--- src/sv/lba_div.sv ---
module lba_div #(
  parameter int N     = 16,
  parameter int D     = 32,
  parameter int BIT_W = 5
) (
  input  logic             clk,
  input  logic             rst,
  input  logic             start,
  input  logic [N-1:0]     dividend,
  output logic             done,
  output logic [N-1:0]     quotient,
  output logic [BIT_W-1:0] remainder
);

  localparam int SH     = N + $clog2(D);
  localparam int MULT   = ((1 << SH) + D - 1) / D;
  localparam int PROD_W = 2 * N + 2;

  logic              step;
  logic [N-1:0]      num;
  logic [N-1:0]      q;
  logic [BIT_W-1:0]  r;
  logic [PROD_W-1:0] prod;
  logic [N-1:0]      qd;

  // quotient from the scaled reciprocal of the divisor, exact over N bits
  assign prod = PROD_W'(dividend) * PROD_W'(MULT);

  // quotient times divisor, taken off the dividend for the remainder
  assign qd = q * N'(D);

  // step control: quotient on start, remainder in the cycle after
  always_ff @(posedge clk) begin
    if (rst) begin
      step <= 1'b0;
      done <= 1'b0;
    end else begin
      step <= start;
      done <= step;
    end
  end

  // quotient and remainder registers
  always_ff @(posedge clk) begin
    if (start) begin
      num <= dividend;
      q   <= N'(prod >> SH);
    end
    if (step) begin
      r <= BIT_W'(num - qd);
    end
  end

  assign quotient  = q;
  assign remainder = r;

endmodule

--- config.mk ---
export PLATFORM = sky130hd
export DESIGN_NAME = lba_div
export DESIGN_NICKNAME = d
export VERILOG_FILES = /design/src/sv/lba_div.sv
export SDC_FILE = /design/constraint.sdc
export NUM_CORES = 1
export LEC_CHECK = 0
export BUFFER_PORTS_ARGS = -buffer_cell sky130_fd_sc_hd__buf_4
export CORE_ASPECT_RATIO = 1.2
export CORE_MARGIN = 10
export CORE_UTILIZATION = 44
export DETAILED_ROUTE_END_ITERATION = 10
export PLACE_DENSITY = 0.85
export SYNTH_ARGS = -nofsm -noshare
export SYNTH_HDL_FRONTEND = slang
export SYNTH_SLANG_ARGS = --single-unit
--- constraint.sdc ---
create_clock -name clk -period 1.5 [get_ports clk]
set_input_delay 0.3 -clock clk [delete_from_list [all_inputs] [get_ports clk]]
set_output_delay 0.3 -clock clk [all_outputs]
set_load 0.05 [all_outputs]
==> impl_metrics.yaml <==
clocking:
  clk_latency_ps: 300
  clkTransAtPathRegs_ps: 110
  cts_sinks: 23
  cts_tree: "built"
  clockBufferDepth: 2
  htree_levels: 1
  cts_resized: 0
  cts_hold_buffers: 0
  cts_made_buffers: 3
  post_cts_buffers: 0
  root_buffer: "clkbuf_4"
synth:
  synth_top_cells_by_area: "edfxtp_1, dfxtp_1, buf_4"
  ys_seq_area_frac: 0.9257
  synthArstFlopShare: 0
  synth-seq-cells: 23
  synth_ff_type: "edfxtp_1"
  synth_top_cell_by_area: "edfxtp_1"
  synthCells: 31
  synth_top_area_share: 0.8705
  synth.most_common_cell: "edfxtp_1"
  netlist_area_um2: 724.4
  synth-edff-count: 21
  synthTopCellsByCount: "edfxtp_1, buf_4, dfxtp_1, nor2b_1, conb_1"
  syn_avg_cell_area_um2: 23.37
  synthDistinctLibCells: 5
  yosys_warnings: 0
route:
  routedWlPerCell_um: 15.44
  avgViaCountPerCell: 4.483
  drc: 0
  drtAntennaViolNets: 0
  routed-via-count: 390
  drt-initial-drc-count: 6
  routed_wl_um: 1343
  first_pass_iters: 3
setup_path:
  critPathSlowestCell: "edfxtp_1"
  critPathTopFamily: "flip-flops"
  cp-start-kind: "flip-flop"
  crit_chain: "buf_4"
  path_buf_inv: 1
  path_class: "reg -> out"
  cp.arrival_ps: 890
  end_kind: "output pin"
  ff2ff_setup_slack_ps: 750
  critPathRequiredTime_ps: 1200
  worstReg2RegStart: "step"
  critPathMaxFanout: 1
  r2r_end: "remainder[4]"
  cpPeakStageDelay_ps: 390
  reg2reg_depth: 0
placement:
  place_inst: 83
  gp_congestion: 0.6006
  port_buffers: 35
finish:
  final_core_util: 0.6328
  instances_no_fill: 87
  syn_to_final_growth_pct: 39.90
  antenna_cells: 0
  fill_cells: 123
  finalNetCount: 89
  multi_input_area_um2: 31.28
  drive_gt1_frac: 0.5507
  final-seq-area_um2: 670.6
pwr:
  comb_power_share: 0.196
  powerDensity_nw_per_um2: 1262
  peakVddDrop_mv: 0.8312
  power_frac_seq: 0.599
  p_sw_frac: 0.2740
  internal-power_uw: 928.3
  p_leak_uw: 0.0004243
  power_switching_uw: 350.3
  clockPowerShare: 0.204
global_routing:
  grt_overflow: 0
  grt_pass1_vias: 451
  grt_pass1_wl_um: 1911
  grt_start_max_net_pins: 18
  antenna_found_initial: 0
  grt_use_total: 0.06807
hold_path:
  min_from: "rst"
  holdPathStages: 2
  whs_endpoint: "step"
  min_path_type: "in -> reg"
timing:
  rsz0062_at_grt: "no"
  period_share: 0.7951
  hold_viol_final: 0
  finalSetupTns_ps: 0
  min_period_ps: 1193
  final-max-slew-violation-count: 0
  fmax_mhz: 838.4
  setup_viol: 0
  fin_skew_ps: 4.690
floorplan:
  start_util: 0.4523
  core_um2: 1602
  die_x_um: 57.04
  dieArea_um2: 3676
  fp.dieH_um: 64.45
  io_pins: 41
  num_rows: 16
job:
  cap_viol_max_count: 0
run_status:
  status: "complete, no violations"
power by group through the flow:
| stage | Clock [uW] | Combinational [uW] | Sequential, uW |
|---|---|---|---|
| 2_1_floorplan | 0 | 38.9 | 905 |
| 3_3_place_gp | 0 | 250 | 779 |
| 3_5_place_dp | 0 | 253 | 781 |
| 4_1_cts | 272 | 253 | 767 |
| 5_1_grt | 292 | 260 | 771 |
| 6_report | 261 | 251 | 766 |
layer usage:
metal	up-vias	wire (um)	track usage
li1	181	-	-
met1	176	424	0.05275
met2	27	687	0.1101
met3	6	197	0.05458
met4	0	34	0.05000
met5	-	0	0
registers in the layout (all words and copies together), names as in the netlist:
signal	count
quotient	11
num	5
remainder	5
done	1
step	1
area by class of cell:
class | instances | area share
Multi-Input combinational cell | 7 | 0.03086
Clock buffer | 4 | 0.02593
Timing Repair Buffer | 35 | 0.2593
Sequential cell | 23 | 0.6617
Tap cell | 18 | 0.02222
logic make-up after synthesis:
| kind of cell | Yosys count | synth area share |
|---|---|---|
| DFF | 23 | 0.9257 |
| buffers and inverters | 5 | 0.05182 |
| and+or+nand+nor | 2 | 0.01727 |
| other | 1 | 0.005176 |
metrics by stage:
step                cell area (um^2)  power, uW  setup slack, ps  hold slack [ps]
floorplan                      739.5      943.8            599.4            371.6
global placement               987.2       1029            663.8            403.4
detailed placement             987.2       1034            633.7            405.2
CTS                             1013       1292            289.8            145.4
global route                    1013       1324            266.8            138.6
finish                          1013       1279            307.3            153.1
how the worst max path moves through the flow:
stage / startpoint / cells past startpoint / endpoint / slack, ps
final: quotient[0] / 1 / quotient[0] / 310
after global routing: quotient[9] / 1 / quotient[9] / 270
after CTS: quotient[9] / 1 / quotient[9] / 290
after detailed placement: quotient[9] / 1 / quotient[9] / 630
after global placement: quotient[2] / 1 / quotient[2] / 660
after floorplan: quotient[0] / 0 / quotient[0] / 600
cells in the final DEF (no fill, tap or decap):
cell type / synthesis / final
buf_4: 5 / 35
nor2b_1: 2 / 2
dfxtp_1: 2 / 2
clkbuf_1: 0 / 1
conb_1: 1 / 5
edfxtp_1: 21 / 21
clkbuf_4: 0 / 3
Note: power is estimated with default switching activity, not from simulation.
