<file path="src/sv/lba_pkg.sv">
package lba_pkg;

  // default sizes of the label space and the bitmap word
  localparam int LABEL_BITS_DEF = 16;
  localparam int WORD_BITS_DEF  = 32;

  // fixed field widths
  localparam int FIELD_W   = 16;
  localparam int CFG_W     = 8;
  localparam int MAX_LABEL = 65535;

  localparam logic [CFG_W-1:0] LOWEST_RESET = 8'd16;

  // operation codes
  localparam logic OP_ALLOC = 1'b0;
  localparam logic OP_FREE  = 1'b1;

  // status codes
  localparam logic STAT_OK   = 1'b0;
  localparam logic STAT_FAIL = 1'b1;

  typedef struct packed {
    logic               operation;
    logic [FIELD_W-1:0] label;
  } req_t;

  typedef struct packed {
    logic [FIELD_W-1:0] result_label;
    logic               status;
  } rsp_t;

  typedef enum logic [2:0] {
    S_CLEAR,
    S_IDLE,
    S_DIV,
    S_FREE_RD,
    S_FREE_WR,
    S_SCAN,
    S_DONE
  } state_t;

endpackage

</file>
<file path="src/sv/lba_word_search.sv">
module lba_word_search #(
  parameter int WIDTH     = 32,
  parameter int BIT_W     = 5,
  parameter int BASE_W    = 17,
  parameter int TOP_LABEL = 65535
) (
  input  logic [WIDTH-1:0]         word,
  input  logic [BASE_W-1:0]        base,
  input  logic [lba_pkg::CFG_W-1:0] lowest,
  output logic                     found,
  output logic [WIDTH-1:0]         grant,
  output logic [BIT_W-1:0]         idx,
  output logic                     at_top
);
  import lba_pkg::*;

  logic [BASE_W-1:0] low_ext;
  logic [BASE_W-1:0] hi;
  logic [BASE_W-1:0] top;
  logic [WIDTH-1:0]  ones;
  logic [WIDTH-1:0]  low_mask;
  logic [WIDTH-1:0]  top_mask;
  logic [WIDTH-1:0]  avail;

  assign low_ext = BASE_W'(lowest);
  assign hi      = base + BASE_W'(WIDTH - 1);
  assign top     = BASE_W'(TOP_LABEL);
  assign ones    = '1;
  assign at_top  = (hi >= top);

  // drop bits of labels below the lowest label
  always_comb begin
    if (base >= low_ext) begin
      low_mask = ones;
    end else if (hi < low_ext) begin
      low_mask = '0;
    end else begin
      low_mask = ones << (low_ext - base);
    end
  end

  // drop bits of labels above the top of the label space
  always_comb begin
    if (hi <= top) begin
      top_mask = ones;
    end else if (base > top) begin
      top_mask = '0;
    end else begin
      top_mask = ~(ones << (top - base + BASE_W'(1)));
    end
  end

  // lowest free bit: isolate it, then encode its position
  assign avail = ~word & low_mask & top_mask;
  assign grant = avail & (~avail + WIDTH'(1));
  assign found = |avail;

  always_comb begin
    idx = '0;
    for (int i = 0; i < WIDTH; i++) begin
      if (grant[i]) begin
        idx = idx | BIT_W'(i);
      end
    end
  end

endmodule

</file>
<file path="config.mk">
export PLATFORM = sky130hd
export DESIGN_NAME = lba_word_search
export DESIGN_NICKNAME = d
export VERILOG_FILES = /design/src/sv/lba_pkg.sv /design/src/sv/lba_word_search.sv
export SDC_FILE = /design/constraint.sdc
export NUM_CORES = 1
export LEC_CHECK = 0
export BUFFER_PORTS_ARGS = -buffer_cell sky130_fd_sc_hd__buf_2
export CORE_UTILIZATION = 62
export DETAILED_ROUTE_END_ITERATION = 10
export PLACE_DENSITY = 0.9
export SETUP_SLACK_MARGIN = 0.02
export SYNTH_ARGS = -nofsm -noshare
export SYNTH_HDL_FRONTEND = slang
export SYNTH_SLANG_ARGS = --single-unit
</file>
<file path="constraint.sdc">
create_clock -name vclk -period 9.95
set_input_delay 0.995 -clock vclk [all_inputs]
set_output_delay 0.995 -clock vclk [all_outputs]
set_load 0.005 [all_outputs]
</file>
==> reports/qor.yml, run 1 <==
final_layout:
  clockBufferCount: 0
  drive_gt1_share_pct: 20.3
  syn2layout_area_growth_pct: 10.6
  finalNetCount: 738
  diodes: 0
  seq_cells: 0
  regArea_um2: 0
  fin_util_pct: 73.1
detailed_routing:
  via_count: 5317
  wl_um: 14800
  final_antenna_net_count: 0
  wire_per_inst_um: 20.3
  firstDrtPassIters: 6
  drc_errors: 0
  drt-initial-drc-count: 859
  routed_via_density: 7.27
setup_path:
  cp.required_ps: 8960
  crit_type: "in2out"
  crit_path_max_fanout: 17
  startpoint_type: "input pin"
  worstPathArrival_ps: 6710
  end_kind: "primary output"
timing:
  setup_violations: 0
  fin_crit_sh_pct: 77.4
  whs_ps: 2420
  worst_pin_slew_ps: 1160
  post-route-min-period_ps: 7710
  max_freq_mhz: 130
  drv_slew: 0
  hold_viol_final: 0
  fin_setup_tns_ps: 0
  rsz0062_at_grt: "no"
  relSlewSlack_pct: 22.5
synth:
  ys_seq_area_share_pct: 0
  syn_area_mm2: 0.00375
  yosysTopAreaCell: "nor2_1"
  synth_top_area_share_pct: 7.81
  synth_common_cells: "nor2_1, nand2_1, inv_1"
  yosysMostFrequentCell: "nor2_1"
  ys.warnings.count: 0
  synth_area_leaders: "nor2_1, ha_1, a21oi_1, nor3_1, nand2_1"
  synth_cells: 596
  syn-mean-instance-area_um2: 6.29
  yosysUniqueCellTypes: 86
  synth_nets: 673
floorplan:
  io_pins: 96
  die_w_um: 79.8
  initial_core_util_pct: 66.1
  die_h_um: 79.8
  core_mm2: 0.00568
  die-area_mm2: 0.00636
  num_rows: 27
power:
  p_clk_share_pct: 0
  powerDensity_mw_per_mm2: 47.2
  internal_power_mw: 0.0657
  switching_share_pct: 66.5
  power.switching_mw: 0.130
  power_frac_comb_pct: 100.0
  p_leak_nw: 1.76
  ir_drop_v: 0.0000376
  seq_power_share_pct: 0
grt:
  antenna_found_initial: 0
  grt_pass1_vias: 4455
  grt_pass1_wl_um: 22600
  grtUsageTotal_pct: 45.0
  overflow: 0
  grt_max_degree: 24
placement:
  dpl.hpwl_um: 11800
  io_buffers: 96
  gp_congestion: 1.10
clock_tree:
  cts_resized: 0
  postCtsSetupBuffers: 0
  hold_buffers: 0
outcome:
  status: "finished clean"
run:
  maxCapViolCount: 0
hold_path:
  hold_end: "grant[18]"
  hold_class: "in2out"
  worstHoldPathCells: 5
  hp-start: "word[18]"
-- cell usage in the layout, fill, tap and decap left out, types with 5 or more instances in the layout --
cell,instances
o31ai_1,10
a211oi_1,7
nand3_1,21
nor4_1,17
or2_2,9
ha_1,19
a311oi_1,5
o21bai_1,8
nand2_1,43
nand2b_1,12
o211ai_1,8
and2_1,8
buf_2,96
o21ai_0,27
nor2_1,78
nand4_1,8
inv_1,36
o21ai_1,5
or3_1,6
nand3b_1,7
a41oi_1,7
a21oi_1,35
xnor2_1,17
a31oi_1,24
xor2_1,5
o22a_1,5
nor3_1,35
nor2b_1,6
a21o_1,7
-- layout make-up --
| cell class | count | area (um2) |
|---|---|---|
| multi-input cells | 524 | 3420 |
| well taps | 72 | 90.1 |
| repair buffers | 99 | 503 |
| fillers | 507 | 1530 |
| inverters | 36 | 135 |
-- layer usage --
metal  vias up  track usage, %  routed length, um
met3        40            9.94               2450
met5         -               0                  0
met4         0            6.96                274
met1      2432            66.4               6070
met2       466            66.8               6020
li1       2379               -                  -
-- critical path: stages --
cell and delay, ps:
buf_2 170, or3_4 420, nor2_1 330, xnor2_1 330, inv_1 220, ha_1 260
or4_1 460, o21ai_0 160, nor3_1 70, nor4_2 470, nor2_1 320, a31oi_2 470
a21oi_1 170, a211oi_4 350, nand3_2 340, or2_1 460, nor4b_4 400, nand4b_1 180
buf_2 130
-- how the worst max path moves through the flow --
stage	start	to	slack (ps)
CTS	base[2]	idx[0]	2510
global route	base[2]	idx[0]	2070
finish	base[2]	idx[0]	2240
detailed placement	base[2]	idx[0]	2540
global placement	base[2]	idx[0]	2610
floorplan	base[4]	idx[0]	3780
-- cell families (layout without fill, tap and decap cells) --
logic type      Yosys count  after routing  share of synthesized area [%]
compound gates          193            193                           37.2
xor+xnor                 22             22                           5.14
fa+ha+maj                20             20                           6.87
buf+inv                  72            135                           8.84
mux                       4              4                           1.07
simple gates            285            285                           40.9
-- stage by stage --
step | power (mW) | instances | instance area (um2) | setup slack [ps]
2_1_floorplan | 0.135 | 596 | 3750 | 3780
3_3_place_gp | 0.181 | 731 | 4150 | 2610
3_5_place_dp | 0.185 | 731 | 4150 | 2540
4_1_cts | 0.186 | 731 | 4150 | 2510
5_1_grt | 0.209 | 731 | 4150 | 2070
6_report | 0.196 | 731 | 4150 | 2240
-- power groups by stage --
stage	registers [mW]	logic, mW	clock network [mW]
2_1_floorplan	0	0.135	0
3_5_place_dp	0	0.185	0
6_report	0	0.196	0
3_3_place_gp	0	0.181	0
5_1_grt	0	0.209	0
4_1_cts	0	0.186	0
No activity file was read; power rests on OpenSTA's default activity.
==> inputs of run 2 (changes only) <==
- ABC_AREA: default -> 1
- CORE_UTILIZATION: 62 -> 59
- PLACE_DENSITY: 0.9 -> 0.84
- clock period: 9.95 -> 7.3 ns (I/O delays scaled with it)
==> run 2 against run 1 <==
Net effect: largest cell class unchanged; sequential share of layout area unchanged; core utilization decreased by 5.7 points; area after synthesis increased by 25%.
==> reports/qor.yml, run 2 <==
timing:
  whs_ps: 1830
  post-route-min-period_ps: 5660
  fin_crit_sh_pct: 77.5
  fin_setup_tns_ps: 0
  max_freq_mhz: 177
  setup_violations: 0
  drv_slew: 0
  relSlewSlack_pct: 45.6
  hold_viol_final: 0
  worst_pin_slew_ps: 813
  fin_ws_ps: 1640
  rsz0062_at_grt: "no"
final_layout:
  clockBufferCount: 0
  final_cell_mix: "nand2_1, inv_1, nor2_1"
  diodes: 0
  drive_gt1_share_pct: 16.0
  num-fill-cells: 823
  fin_util_pct: 67.4
  postLayoutCellArea_mm2: 0.00521
  finalNetCount: 1153
  seq_cells: 0
  syn2layout_area_growth_pct: 11.0
  final_common_cell: "nand2_1"
  regArea_um2: 0
floorplan:
  core_mm2: 0.00773
  io_pins: 96
  die_w_um: 91.2
  initial_core_util_pct: 60.7
  num_rows: 32
  die_h_um: 91.2
  die-area_mm2: 0.00832
power:
  p_clk_share_pct: 0
  power_frac_comb_pct: 100.0
  seq_power_share_pct: 0
  ir_drop_v: 0.0000497
  switching_share_pct: 70.4
  internal_power_mw: 0.0842
  power.switching_mw: 0.201
  powerDensity_mw_per_mm2: 54.7
  p_leak_nw: 3.22
run:
  maxCapViolCount: 0
synth:
  ys.warnings.count: 0
  ys_seq_area_share_pct: 0
  synth_cells: 995
  synth_area_leaders: "nand2_1, nand3_1, inv_1, nor2_1, ha_1"
  synth_common_cells: "nand2_1, inv_1, nor2_1"
  synth_top_area_share_pct: 27.9
  yosysTopAreaCell: "nand2_1"
  syn-mean-instance-area_um2: 4.72
  yosysMostFrequentCell: "nand2_1"
  syn_area_mm2: 0.00469
  yosysUniqueCellTypes: 44
  synth_nets: 1072
detailed_routing:
  final_antenna_net_count: 0
  drc_errors: 0
  routed_via_density: 5.67
  via_count: 6671
  firstDrtPassIters: 7
  wire_per_inst_um: 13.9
  drt-initial-drc-count: 838
  wl_um: 16300
grt:
  grt_pass1_wl_um: 27000
  grt_max_degree: 19
  grt_pass1_vias: 5704
  antenna_found_initial: 0
  overflow: 0
  grtUsageTotal_pct: 39.1
setup_path:
  critPathSlowestCell: "xor2_1"
  cp-endpoint: "idx[3]"
  worstPathArrival_ps: 4930
  crit_path_max_fanout: 12
  cp.required_ps: 6570
  critPathTopFamily: "simple AND/OR/NAND/NOR gates"
  crit_top_cell: "nand2_1"
  cp.depth: 29
  startpoint_type: "input pin"
  path_buf_inv: 4
  startpoint: "base[0]"
  crit_path_max_incr_delay_ps: 680
  crit_type: "in2out"
  end_kind: "primary output"
hold_path:
  hold_class: "in2out"
  hp-start: "word[1]"
placement:
  dpl.hpwl_um: 13900
  pre_cts_ws_ps: 1720
  place_area_mm2: 0.00521
  gp_congestion: 1.05
  io_buffers: 96
outcome:
  status: "finished clean"
clock_tree:
  postCtsSetupBuffers: 0
  cts_resized: 0
  hold_buffers: 0
[run 2: cell types whose count changed in the layout (fill, tap and decap cells not counted), moves of 13 or more]
cell,previous run,this run
nand2_1,43,349
nor2_1,78,128
nor2_2,0,19
xnor2_1,17,1
nand4_1,8,30
nor4_1,17,1
o21ai_0,27,12
inv_1,36,159
nand3_1,21,124
nor3_1,35,15
a31oi_1,24,1
nand3_2,1,14
[run 2: power by group through the flow]
| stage | clock [mW] | combinational, mW | sequential (mW) |
|---|---|---|---|
| floorplan | 0 | 0.201 | 0 |
| global placement | 0 | 0.271 | 0 |
| detailed placement | 0 | 0.273 | 0 |
| CTS | 0 | 0.274 | 0 |
| global route | 0 | 0.316 | 0 |
| finish | 0 | 0.285 | 0 |
[run 2: area by class of cell]
class	instances	area, um2	area share [%]
inverter	172	646	12.4
tap	102	128	2.45
multi-input combinational	806	3960	75.9
timing repair buffer	96	480	9.22
[run 2: layer usage]
metal | vias up | track usage, % | part of all wire (%)
met5 | - | 0 | 0
met4 | 0 | 7.80 | 2.4
met3 | 36 | 6.37 | 13
met2 | 445 | 61.1 | 41
met1 | 2887 | 55.9 | 44
li1 | 3303 | - | -
[run 2: worst min-delay path by stage]
stage                    end  cells past startpoint
floorplan           grant[1]                      3
global placement    grant[1]                      5
detailed placement  grant[1]                      5
CTS                 grant[1]                      5
global route        grant[1]                      5
finish              grant[1]                      5
[run 2: worst min-delay path, cell delays in order]
cell and delay [ps]:
buf_2 70, inv_1 50, nand4_1 90, inv_1 40, buf_2 110
[run 2: kinds of logic after synthesis]
group | after synthesis | synth area share [%]
buffers and inverters | 189 | 15.7
AND/OR/NAND/NOR | 723 | 70.6
adder cells (fa/ha/maj) | 20 | 5.49
XOR/XNOR | 6 | 1.12
AO/OA/AOI/OAI | 57 | 7.07
[run 2: stage by stage]
stage / power [mW] / cells
floorplan: 0.201 / 995
CTS: 0.274 / 1176
global route: 0.316 / 1176
finish: 0.285 / 1176
global placement: 0.271 / 1176
detailed placement: 0.273 / 1176
